--- config.mk ---
export PLATFORM = sky130hd
export DESIGN_NAME = gdr_ram
export DESIGN_NICKNAME = d
export VERILOG_FILES = /design/src/design/gdr_ram.sv
export SDC_FILE = /design/constraint.sdc
export NUM_CORES = 1
export LEC_CHECK = 0
export BUFFER_PORTS_ARGS = -buffer_cell sky130_fd_sc_hd__clkbuf_2
export CAP_MARGIN = 20
export CORE_MARGIN = 3
export CORE_UTILIZATION = 62
export DETAILED_ROUTE_END_ITERATION = 6
export HOLD_SLACK_MARGIN = 0.1
export PLACE_DENSITY = 0.77
export SYNTH_ARGS = -nofsm -noshare
export SYNTH_HDL_FRONTEND = slang
export SYNTH_SLANG_ARGS = --single-unit
--- constraint.sdc ---
create_clock -name clk -period 3.9 [get_ports clk]
set_input_delay 0.39 -clock clk [delete_from_list [all_inputs] [get_ports clk]]
set_output_delay 0.39 -clock clk [all_outputs]
set_load 0.01 [all_outputs]
--- src/design/gdr_ram.sv ---
// ----------------------------------------------------------------------------
// gdr_ram: generic simple dual port RAM
// One write port, one read port with registered read data.
// ----------------------------------------------------------------------------
module gdr_ram #(
	parameter int WIDTH = 32,
	parameter int DEPTH = 32
) (
	input  logic                     clk,
	input  logic                     we,
	input  logic [$clog2(DEPTH)-1:0] waddr,
	input  logic [WIDTH-1:0]         wdata,
	input  logic [$clog2(DEPTH)-1:0] raddr,
	output logic [WIDTH-1:0]         rdata
);

	logic [WIDTH-1:0] mem [DEPTH];
	logic [WIDTH-1:0] rdata_q;

	always_ff @(posedge clk) begin
		if (we) begin
			mem[waddr] <= wdata;
		end
		rdata_q <= mem[raddr];
	end

	assign rdata = rdata_q;

endmodule

==> flow_summary_export.csv <==
group,metric,value,unit
clocking,cts_tree,"built",
worst_setup_path,cp.depth,6,
sta,hold_viol_final,0,
clocking,clock_latency,0.66,ns
clocking,hold_buffers,0,
cells_and_area,area_growth,12.2,%
die,fp.dieW,262,um
global_route,grt_pass1_vias,21600,
synthesis,ys_ff_latch,1056,
sta,max_freq,455,MHz
detailed_routing,drt_pass1_iterations,5,
worst_setup_path,max_stage_delay,0.80,ns
power_and_ir_drop,ir_worst_vdd,403,uV
sta,skew,0.0234,ns
cells_and_area,drive_above_1_share,0.136,
global_route,track_usage,0.285,
hold_path,whs_path_depth,5,
global_route,grt_max_degree,84,
synthesis,syn_nets,2304,
detailed_routing,drt_iter0_drc,2611,
sta,slew_headroom,0.333,
clocking,clk_pin_slew,0.06,ns
job,drv_cap,0,
clocking,post_cts_buffers,0,
clocking,htree_levels,3,
worst_setup_path,critPathTopFamily,"simple AND/OR/NAND/NOR gates",
die,start_util,0.627,
synthesis,synth_area_per_cell,17.9,um^2
hold_path,hold_path_class,"input port to flop",
worst_setup_path,path_buf_inv,2,
detailed_routing,vias,21600,
worst_setup_path,r2r_cells,4,
synthesis,syn_inst,2260,
worst_setup_path,cp.arrival,2.67,ns
synthesis,synth_cell_type_count,25,
die,core-area,64600,um^2
worst_setup_path,path_cells,"clkbuf_2 -> and2_4 -> buf_4 -> a21oi_1 -> a31oi_1 -> nand3_1",
worst_setup_path,cp_slowest_cell,"and2_4",
synthesis,synth_area,40500,um^2
cells_and_area,fin_nets,2420,
clocking,cts_max_path_buffers,3,
global_route,grt_pass1_wl,141,mm
sta,maxSlewViolCount,0,
sta,setup_viol,0,
global_route,grt_overflow,0,
die,fp.dieH,262,um
worst_setup_path,worstSetupPathType,"input port to flop",
cells_and_area,final_common_cell,"edfxtp_1",
sta,hold_slack,0.402,ns
detailed_routing,drc,0,
synthesis,yosysWarnings,0,
detailed_routing,routed_via_density,6.51,
cells_and_area,layout_common_cells,"1024 x edfxtp_1, 512 x mux2i_1, 102 x clkbuf_16",
placed_design,gp_congestion,0.832,
placed_design,hpwl,54.0,mm
detailed_routing,wl,96.0,mm
clocking,cts_sinks,1056,
sta,tightest_slew,1.00,ns
sta,period_needed,2.20,ns
clocking,numCtsBuffers,101,
run_status,status,"finished clean",
sta,tns,0,ns
die,dieArea,68400,um^2
power_and_ir_drop,power_density,518,nW/um^2
die,placementRows,93,
clocking,cts-resized-gates,0,
worst_setup_path,start_kind,"input port",
sta,timing.final.crit_share,0.563,
sta,rsz0062_at_grt,"no",
global_route,antenna_found_initial,0,
die,io-pin-count,76,
cells_and_area,antenna_cells,0,
placed_design,io_buffers,75,
worst_setup_path,crit_fanout,63,
detailed_routing,routedWlPerCell,28.9,um
power_and_ir_drop,p_leak,15.9,nW
clocking,cts_root_buf,"clkbuf_16",
worst_setup_path,end_kind,"flop",
detailed_routing,ant_nets,0,
worst_setup_path,crit_required,4.38,ns
synthesis,synth_seq_area_share,0.775,
## worst min-delay path: stages
cell and delay [ns]:
buf_8 0.22, mux2i_1 0.18, nand2_1 0.06, a31oi_1 0.07, nand3_1 0.06
## kinds of logic (layout without fill, tap and decap cells)
logic type	count (synthesis)	count (layout)	synth area share
buffers and inverters	127	327	0.0186
DFF	1056	1056	0.775
and+or+nand+nor	277	277	0.0310
muxes	512	512	0.127
AOI/OAI and AO/OA	288	288	0.0485
## metal layers
| layer | global-route usage | wire (um) |
|---|---|---|
| met3 | 0.0623 | 9690 |
| met4 | 0.102 | 3380 |
| met2 | 0.457 | 46400 |
| met5 | 0 | 0 |
| met1 | 0.391 | 36500 |
## flip-flops by register name, indices dropped and copies added, names as in the netlist
register and cells:
mem 1024, rdata 32
## where the power goes
part / switching (mW) / internal, mW / leakage [nW]
logic: 0.856 / 0.379 / 4.80
registers: 0.0664 / 12.6 / 9.49
clock network: 4.09 / 5.53 / 1.60
## final timing paths
kind                             startpoint   endpoint  slack, ns
worst min register to register  mem[17][15]  rdata[15]       0.60
worst max-delay path               raddr[1]  rdata[11]       1.70
worst max register to register  mem[22][10]  rdata[10]       2.13
worst min-delay path               raddr[0]  rdata[15]       0.40
## synthesized netlist by cell type, drive strengths merged
cell,count,area share
nor3,32,0.0040
or3,1,0.00015
a21oi,96,0.012
nand2,98,0.0091
or3b,3,0.00065
edfxtp,1024,0.76
nand3b,5,0.00093
clkbuf,48,0.0046
or2,1,0.00015
a22oi,96,0.018
nor2,34,0.0032
and2b,1,0.00019
a22o,64,0.014
a31oi,32,0.0049
buf,79,0.014
nand3,98,0.012
dfxtp,32,0.016
nand2b,2,0.00031
nor2b,1,0.00015
and2,1,0.00015
mux2i,512,0.13
## per-stage QoR
step	power (mW)	util	std cells	instance area, um^2	worst slack (ns)
final	23.5	0.703	3315	45400	1.70
after global routing	24.1	0.703	3315	45400	1.65
after CTS	23.6	0.703	3313	45400	1.84
after detailed placement	14.1	0.652	3126	42100	1.15
after global placement	14.1	0.651	3123	42000	1.17
after floorplan	13.6	-	2260	40500	1.08
## layout make-up
type,count,area (um^2)
Clock buffer,128,2680
Tap cell,855,1070
Fill cell,3905,19200
Clock inverter,59,587
Timing Repair Buffer,140,1080
Multi-Input combinational cell,1077,8610
Sequential cell,1056,31400
No activity file was read; power rests on OpenSTA's default activity.
