<file path="config.mk">
export PLATFORM = sky130hd
export DESIGN_NAME = gdr_iter
export DESIGN_NICKNAME = d
export VERILOG_FILES = /design/src/design/gdr_pkg.sv /design/src/design/gdr_iter.sv
export SDC_FILE = /design/constraint.sdc
export NUM_CORES = 1
export LEC_CHECK = 0
export BUFFER_PORTS_ARGS = -buffer_cell sky130_fd_sc_hd__buf_2
export CAP_MARGIN = 5
export CORE_MARGIN = 4
export CORE_UTILIZATION = 55
export DETAILED_ROUTE_END_ITERATION = 16
export PLACE_DENSITY = 0.76
export SLEW_MARGIN = 5
export SYNTH_ARGS = -nofsm -noshare
export SYNTH_HDL_FRONTEND = slang
export SYNTH_SLANG_ARGS = --single-unit
</file>
<file path="constraint.sdc">
create_clock -name clk -period 5.7 [get_ports clk]
set_clock_uncertainty 0.15 [all_clocks]
set_input_delay 1.71 -clock clk [delete_from_list [all_inputs] [get_ports clk]]
set_output_delay 1.71 -clock clk [all_outputs]
set_load 0.03 [all_outputs]
</file>
<file path="src/design/gdr_pkg.sv">
// ----------------------------------------------------------------------------
// gdr_pkg: shared types and constants of the grid DDA column raycaster
// Widths, register indexes, reset values, sequencer states and the request
// and response of the shared iterative arithmetic unit.
// ----------------------------------------------------------------------------
package gdr_pkg;

	localparam int MAP_SIZE_DEF      = 32;
	localparam int SCREEN_WIDTH_DEF  = 640;
	localparam int SCREEN_HEIGHT_DEF = 480;

	localparam int COL_W      = 10;
	localparam int LINE_W     = 32;
	localparam int IDX_W      = 5;
	localparam int CFG_IDX_W  = 3;
	localparam int CFG_DATA_W = 21;
	localparam int POS_W      = 21;
	localparam int VEC_W      = 18;
	localparam int RED_W      = 8;
	localparam int FRAC_W     = 16;

	localparam int CAM_W  = 25;
	localparam int RAY_W  = 26;
	localparam int PROD_W = 2 * RAY_W;
	localparam int RAD_W  = 50;
	localparam int LEN_W  = 25;
	localparam int DLT_W  = 41;
	localparam int SD_W   = 48;
	localparam int UW     = 64;

	localparam int DIV_N  = 42;
	localparam int SQRT_N = RAD_W / 2;
	localparam int MUL_N  = 17;
	localparam int CNT_W  = 6;

	localparam int ONE_Q16 = 65536;

	localparam logic [POS_W-1:0]        POS_X_RST   = 21'd1441792;
	localparam logic [POS_W-1:0]        POS_Y_RST   = 21'd786432;
	localparam logic signed [VEC_W-1:0] DIR_X_RST   = -18'sd65536;
	localparam logic signed [VEC_W-1:0] DIR_Y_RST   = 18'sd0;
	localparam logic signed [VEC_W-1:0] PLANE_X_RST = 18'sd0;
	localparam logic signed [VEC_W-1:0] PLANE_Y_RST = 18'sd43254;

	localparam logic [CFG_IDX_W-1:0] REG_POS_X   = 3'd0;
	localparam logic [CFG_IDX_W-1:0] REG_POS_Y   = 3'd1;
	localparam logic [CFG_IDX_W-1:0] REG_DIR_X   = 3'd2;
	localparam logic [CFG_IDX_W-1:0] REG_DIR_Y   = 3'd3;
	localparam logic [CFG_IDX_W-1:0] REG_PLANE_X = 3'd4;
	localparam logic [CFG_IDX_W-1:0] REG_PLANE_Y = 3'd5;

	localparam logic CMD_LOAD = 1'b0;
	localparam logic CMD_CAST = 1'b1;

	localparam logic [RED_W-1:0] SIDE0_SHADE = 8'd196;
	localparam logic [RED_W-1:0] RED_MAX     = 8'd255;
	localparam logic [DLT_W-1:0] DELTA_SAT   = 41'h100_0000_0000;

	typedef enum logic [1:0] {
		OP_DIV,
		OP_SQRT,
		OP_MUL
	} iter_op_t;

	typedef struct packed {
		logic           start;
		iter_op_t       op;
		logic [UW-1:0]  a;
		logic [UW-1:0]  b;
	} iter_req_t;

	typedef struct packed {
		logic           done;
		logic [UW-1:0]  result;
	} iter_rsp_t;

	typedef enum logic [4:0] {
		S_IDLE,
		S_CAM,
		S_RX,
		S_RY,
		S_SQX,
		S_SQY,
		S_LEN,
		S_DX,
		S_DY,
		S_SDX,
		S_SDY,
		S_WSTEP,
		S_WTEST,
		S_PERP,
		S_LINE,
		S_SHADE,
		S_OUT
	} state_t;

	function automatic logic [DLT_W-1:0] sat_delta(input logic [UW-1:0] q);
		sat_delta = (q > UW'(DELTA_SAT)) ? DELTA_SAT : q[DLT_W-1:0];
	endfunction

endpackage

</file>
<file path="src/design/gdr_iter.sv">
// ----------------------------------------------------------------------------
// gdr_iter: shared iterative arithmetic unit
// One adder/subtractor reused bit by bit for restoring division, digit by
// digit square root and shift-add multiplication.
// ----------------------------------------------------------------------------
module gdr_iter
	import gdr_pkg::*;
(
	input  logic      clk,
	input  logic      arst_n,
	input  iter_req_t req,
	output iter_rsp_t rsp
);

	logic             busy_q;
	logic             done_q;
	iter_op_t         op_q;
	logic [CNT_W-1:0] cnt_q;
	logic [UW-1:0]    r_q;
	logic [UW-1:0]    x_q;
	logic [UW-1:0]    y_q;

	logic [UW-1:0] a_sel;
	logic [UW-1:0] b_sel;
	logic          add;
	logic [UW:0]   sum;
	logic          ge;

	always_comb begin
		a_sel = r_q;
		b_sel = x_q;
		add   = 1'b0;
		case (op_q)
			OP_DIV: begin
				a_sel = {r_q[UW-2:0], x_q[DIV_N-1]};
				b_sel = y_q;
			end
			OP_SQRT: begin
				a_sel = {r_q[UW-3:0], x_q[RAD_W-1 -: 2]};
				b_sel = {y_q[UW-3:0], 2'b01};
			end
			OP_MUL: begin
				a_sel = r_q;
				b_sel = y_q[0] ? x_q : '0;
				add   = 1'b1;
			end
			default: begin
				add = 1'b0;
			end
		endcase
		sum = {1'b0, a_sel} + {1'b0, (add ? b_sel : ~b_sel)} + (UW+1)'(!add);
	end

	assign ge = sum[UW];

	always_ff @(posedge clk or negedge arst_n) begin
		if (!arst_n) begin
			busy_q <= 1'b0;
			done_q <= 1'b0;
			op_q   <= OP_DIV;
			cnt_q  <= '0;
		end else begin
			done_q <= 1'b0;
			if (req.start) begin
				busy_q <= 1'b1;
				op_q   <= req.op;
				case (req.op)
					OP_DIV:  cnt_q <= CNT_W'(DIV_N);
					OP_SQRT: cnt_q <= CNT_W'(SQRT_N);
					OP_MUL:  cnt_q <= CNT_W'(MUL_N);
					default: cnt_q <= CNT_W'(DIV_N);
				endcase
			end else if (busy_q) begin
				cnt_q <= cnt_q - CNT_W'(1);
				if (cnt_q == CNT_W'(1)) begin
					busy_q <= 1'b0;
					done_q <= 1'b1;
				end
			end
		end
	end

	always_ff @(posedge clk) begin
		if (req.start) begin
			r_q <= '0;
			x_q <= req.a;
			y_q <= (req.op == OP_SQRT) ? '0 : req.b;
		end else if (busy_q) begin
			case (op_q)
				OP_DIV: begin
					r_q <= ge ? sum[UW-1:0] : a_sel;
					x_q <= {x_q[UW-2:0], ge};
				end
				OP_SQRT: begin
					r_q <= ge ? sum[UW-1:0] : a_sel;
					y_q <= {y_q[UW-2:0], ge};
					x_q <= {x_q[UW-3:0], 2'b00};
				end
				OP_MUL: begin
					r_q <= sum[UW-1:0];
					x_q <= {x_q[UW-2:0], 1'b0};
					y_q <= {1'b0, y_q[UW-1:1]};
				end
				default: begin
					r_q <= r_q;
				end
			endcase
		end
	end

	always_comb begin
		rsp.done = done_q;
		case (op_q)
			OP_DIV:  rsp.result = UW'(x_q[DIV_N-1:0]);
			OP_SQRT: rsp.result = y_q;
			OP_MUL:  rsp.result = r_q;
			default: rsp.result = r_q;
		endcase
	end

endmodule

</file>
==> impl_metrics.ini, run 1 <==
[status]
status = completed

[power]
power_mw = 10.8
powerDensity_nw_per_um2 = 551
p_leak_nw = 8.33
irDropWorstVdd_v = 0.000268

[finish]
multi_input_area_sq_um = 11300
final_cell_mix = nand2_1, o21ai_0, a21oi_1, buf_2, nor2_1
seq_area_sq_um = 5380
mostFrequentLayoutCell = nand2_1
drive_gt1_share_pct = 13.2
final_core_util_pct = 63.2
finish.instance_area_sq_um = 19500
fill_cells = 2801
area_delta_synth_final_pct = 12.0
layout.nets = 2608
antennaDiodeCount = 0

[sta]
period_minus_slack_ns = 5.44
hold_viol_final = 0
setup_viol = 0
finalCritPeriodShare_pct = 95.4
maxSlewViolCount = 0
rsz0062_at_grt = false
tightest_slew_ns = 1.21
finalSetupTns_ns = 0
relSlewSlack_pct = 19.3
timing.fmax_ghz = 0.184
setup_ws_ns = 0.264

[run]
maxCapViolations = 0

[floorplanning]
die_h_microns = 186
row_count = 64
coreArea_sq_um = 30900
die-area_sq_um = 34600
ios = 198
initial_core_util_pct = 56.4
die_w_microns = 186

[yosys]
synth_cell_types = 81
syn_area_sq_um = 17400
synthMuxAreaShare_pct = 3.77
synth-xor-area-share_pct = 5.12
synth_edf_count = 128
async_flop_share_pct = 4.95
synth_compound_area_share_pct = 29.1
avgSynthCellArea_sq_um = 7.57
syn_nets = 2512
yosys_warnings = 0
ys_seq_area_share_pct = 30.8
synth-seq-cells = 202
synthFlopType = edfxtp_1
synthAdderAreaFrac_pct = 5.28
syn_inst = 2306
synth_top_family_by_area = compound AO/OA/AOI/OAI gates
synth_simple_gate_area_share_pct = 21.2

[worst_setup_path]
cp.required_ns = 5.98
r2r_end = r_q[34]
r2r_setup_slack_ns = 0.26
path_cells = ha_4 > buf_4 > a21oi_1 > a21oi_1 > xnor2_1 > ha_1 > nand2_1 > o211ai_1 > a21oi_1 > o311ai_0 > a41oi_1 > a211oi_2 > or2_2 > buf_4 > buf_4 > nand2_1 > a311oi_1
rr_worst_depth = 17
startpoint_type = flop
max_stage_delay_ns = 0.55
worst-path-max-fanout = 56
cp_num_buf_inv = 3
cp.arrival_ns = 5.72
critPathCaptureType = flop
r2r-start = op_q[1]
critPathTopFamily = compound AO/OA/AOI/OAI gates
crit_type = flop to flop
cp_slowest_cell = ha_4

[clock_network]
cts_tree = done
cts-htree-levels = 1
hold_buffers = 0
cts_made_buffers = 24
clk_path_buf_depth = 3
cts_root_buf = clkbuf_16
clkTransAtPathRegs_ns = 0.06
cts.sinks = 202
clock_latency_ns = 0.54
cts_setup_buffers = 0
postCtsResizedCells = 0

[global_routing]
antenna_found_initial = 1
grt_max_degree = 148
grt_pass1_vias = 16600
overflow = 0
grt_usage_pct = 34.3
grt_pass1_wl_microns = 94900

[drt]
viasPerCell = 6.61
dr.pass1.iters = 8
routed_wl_microns = 61700
wire_per_inst_microns = 21.9
drt_iter0_markers = 2484
final_antenna_net_count = 0
route.detailed.drc = 0
num_vias = 18600

[placed_design]
place_congestion = 0.990
io_buffers = 197
dp_slack_ns = 0.461
dpl.hpwl_microns = 46200
place_area_sq_um = 18700

[hold_path]
hold_depth = 2
hold_class = flop to flop
worstHoldEndpoint = r_q[63]
hold_start = r_q[63]
-- worst reg2reg max path: cells and delay by family (launching register included) --
kind	cells	cell delay (ns)
buf+inv	3	1.09
compound gates	8	2.04
xor+xnor	1	0.15
fa+ha+maj	2	0.97
simple gates	3	0.47
flops	1	0.47
-- metrics by stage --
stage | hold WS (ns) | std cells
global route | 0.379 | 2816
detailed placement | 0.313 | 2771
floorplan | 0.275 | 2306
global placement | 0.318 | 2771
finish | 0.340 | 2816
CTS | 0.337 | 2815
-- worst max-delay path by stage --
stage / startpoint / to / slack (ns) / depth (start not counted)
floorplan: op_q[1] / y_q[0] / 1.05 / 22
global placement: op_q[0] / r_q[50] / 0.59 / 19
detailed placement: op_q[0] / y_q[0] / 0.46 / 18
CTS: op_q[0] / r_q[34] / 0.42 / 20
global route: op_q[1] / r_q[34] / 0.08 / 18
finish: op_q[1] / r_q[34] / 0.26 / 17
-- cells in the mapped netlist (15+ instances only) --
| cell | instances | area (sq um) |
|---|---|---|
| a21oi_1 | 200 | 1000 |
| a31oi_1 | 15 | 93.8 |
| a22oi_1 | 143 | 1070 |
| edfxtp_1 | 128 | 3840 |
| a221o_1 | 26 | 260 |
| nor2_1 | 151 | 567 |
| and2_1 | 18 | 113 |
| a211oi_1 | 19 | 143 |
| nand4_1 | 21 | 131 |
| inv_1 | 28 | 105 |
| ha_1 | 72 | 901 |
| a21o_1 | 33 | 248 |
| nor3_1 | 16 | 80.1 |
| a311oi_1 | 30 | 263 |
| nand2_1 | 490 | 1840 |
| xnor2_1 | 68 | 596 |
| buf_1 | 22 | 82.6 |
| nor2b_1 | 55 | 344 |
| dfxtp_1 | 64 | 1280 |
| mux2i_1 | 63 | 631 |
| o21ai_0 | 241 | 1210 |
| clkbuf_1 | 137 | 514 |
| nand3_1 | 50 | 250 |
| xor2_1 | 34 | 298 |
-- routing by layer --
metal / vias to the layer above / global-route usage [%] / wire length (microns)
li1: 8584 / - / -
met1: 8800 / 55.0 / 27200
met2: 1134 / 47.6 / 25000
met3: 91 / 7.76 / 8450
met4: 2 / 5.68 / 1030
met5: - / 0 / 13
-- power by group --
part / leakage, nW / switching (mW) / internal, mW
sequential: 2.00 / 0.530 / 2.00
clock: 0.363 / 0.656 / 0.898
combinational: 5.97 / 4.22 / 2.46
total: 8.33 / 5.41 / 5.35
-- cells by family after synthesis --
group | Yosys count
fa+ha+maj | 73
simple gates | 854
xor+xnor | 102
compound gates | 801
mux | 65
buf+inv | 209
flops | 202
-- flip-flops by register name, indices dropped and copies added (netlist names) --
register and count:
r_q 64, x_q 64, y_q 64, cnt_q 6
op_q 2, busy_q 1, done_q 1
-- cell type report --
| cell class | count | area share (%) |
|---|---|---|
| Clock buffer | 33 | 3.36 |
| Clock inverter | 11 | 0.596 |
| Inverter | 29 | 0.557 |
| Multi-Input combinational cell | 1895 | 58.0 |
| Sequential cell | 202 | 27.5 |
| Tap cell | 396 | 2.54 |
| Timing Repair Buffer | 250 | 7.41 |
Power figures use the tool's default switching activity.
==> inputs of run 2 (changes only) <==
--- a/config.mk
+++ b/config.mk
@@ -10,7 +10,7 @@
 export CORE_MARGIN = 4
 export CORE_UTILIZATION = 55
 export DETAILED_ROUTE_END_ITERATION = 16
-export PLACE_DENSITY = 0.76
+export PLACE_DENSITY = 0.79
 export SLEW_MARGIN = 5
 export SYNTH_ARGS = -nofsm -noshare
 export SYNTH_HDL_FRONTEND = slang
==> constraint.sdc (replaced) <==
create_clock -name clk -period 4.8 [get_ports clk]
set_clock_uncertainty 0.15 [all_clocks]
set_input_delay 1.44 -clock clk [delete_from_list [all_inputs] [get_ports clk]]
set_output_delay 1.44 -clock clk [all_outputs]
set_load 0.03 [all_outputs]
==> impl_metrics.ini, run 2 (synthesis results as in run 1) <==
[clock_network]
hold_buffers = 0
cts-htree-levels = 1
clock_latency_ns = 0.55
cts_tree = done
clkTransAtPathRegs_ns = 0.06
cts_made_buffers = 24
cts_root_buf = clkbuf_16
clk_path_buf_depth = 3
cts.sinks = 202

[global_routing]
grt_pass1_wl_microns = 96200
grt_max_degree = 143
grt_usage_pct = 34.8
antenna_found_initial = 1
grt_pass1_vias = 17100
overflow = 0

[placed_design]
dp_cells = 2827
place_congestion = 1.01
io_buffers = 197
dp_slack_ns = 0.104
dpl.hpwl_microns = 47000

[status]
status = completed

[worst_setup_path]
max_stage_delay_ns = 0.50
cp_slowest_cell = or4_4
startpoint_type = flop
path_cells = inv_2 > ha_4 > nor2_4 > buf_4 > and2_1 > a221o_1 > ha_1 > buf_4 > nand2_4 > or4_4 > a2111oi_4 > a2111oi_4 > nor3_2 > o22ai_2 > or4_4 > mux2_4 > a21oi_2
cp.required_ns = 5.14
critPathCaptureType = flop
cp.arrival_ns = 5.03
worst-path-max-fanout = 12
crit_type = flop to flop

[finish]
drive_gt1_share_pct = 16.8
area_delta_synth_final_pct = 16.7
top_regs = r_q: 64 flops, x_q: 64 flops, y_q: 64 flops
fin_cells = 2881
multi_input_area_sq_um = 11400
mostFrequentLayoutCell = nand2_1
antennaDiodeCount = 0
layout.nets = 2674
seq_area_sq_um = 5380
final_cell_mix = nand2_1, o21ai_0, buf_2, a21oi_1, nor2_1
fill_cells = 2635

[floorplanning]
die-area_sq_um = 34600
ios = 198
die_h_microns = 186
row_count = 64
initial_core_util_pct = 56.4
coreArea_sq_um = 30900
die_w_microns = 186

[drt]
route.detailed.drc = 0
wl_met2_microns = 26000
drt_iter0_markers = 2808
viasPerCell = 6.60
wl_met3_microns = 9210
wl_met1_microns = 26900
wire_per_inst_microns = 22.0
final_antenna_net_count = 0
routed_wl_microns = 63300
dr.pass1.iters = 8
num_vias = 19000
highest_layer = met4

[sta]
setup_ws_ns = 0.104
finalSetupTns_ns = 0
finalCritPeriodShare_pct = 97.8
maxSlewViolCount = 0
period_minus_slack_ns = 4.70
hold_viol_final = 0
relSlewSlack_pct = 15.1
tightest_slew_ns = 1.27
setup_viol = 0
timing.fmax_ghz = 0.213

[power]
irDropWorstVdd_v = 0.000347
p_leak_nw = 8.74
powerDensity_nw_per_um2 = 662
power_mw = 13.5

[run]
maxCapViolations = 0

[hold_path]
hold_class = flop to flop
run 2: cell count changes in the layout (fill, tap and decap cells not counted), moves of 7 or more:
cell	before	now
a21oi_1	200	190
a21oi_2	2	12
buf_12	4	17
buf_4	48	95
clkbuf_1	8	1
clkinv_2	1	9
run 2: routing by layer:
layer	vias up	track usage (%)
li1	8710	-
met3	88	7.88
met2	1257	48.6
met1	8950	55.2
met5	-	0
met4	0	5.97
run 2: worst max-delay path, delay by kind of cell (launching register included):
kind                       cells  cell delay, ns
and+or+nand+nor                6            1.53
AOI/OAI and AO/OA              5            1.19
adders and majority gates      2            0.61
buffers and inverters          3            0.44
DFF                            1            0.39
muxes                          1            0.32
run 2: layout make-up:
type | instances | area share (%)
multi-input cells | 1895 | 56.2
well taps | 396 | 2.43
clock inverters | 18 | 0.774
inverters | 29 | 0.535
flip-flops and latches | 202 | 26.4
repair buffers | 316 | 10.7
clock buffers | 25 | 2.97
run 2: report_power, final:
group	switching (mW)	internal, mW
Clock	0.801	1.02
Sequential	0.634	2.37
Combinational	5.30	3.35
run 2: final timing paths:
check	endpoint	startpoint	cells past startpoint	slack (ns)
worst max register to register	r_q[51]	op_q[1]	17	0.10
worst max-delay path	r_q[51]	op_q[1]	17	0.10
max in group asynchronous	cnt_q[4]	arst_n	1	3.68
worst min-delay path	r_q[63]	r_q[63]	2	0.32
min in group asynchronous	cnt_q[2]	arst_n	1	0.61
worst min register to register	r_q[63]	r_q[63]	2	0.32
run 2: through the flow:
step                      hold WS (ns)  cell area, sq um  utilization, %
after floorplan                  0.275             17400               -
after global placement           0.305             19300            62.5
after detailed placement         0.297             19300            62.5
after CTS                        0.318             20100            65.0
after global routing             0.344             20400            65.9
final                            0.322             20400            65.9
run 2: timing repair:
action                     in CTS  in global routing
setup buffers                   0                  9
gates resized for setup         0                 41
setup endpoints to repair       0                 65
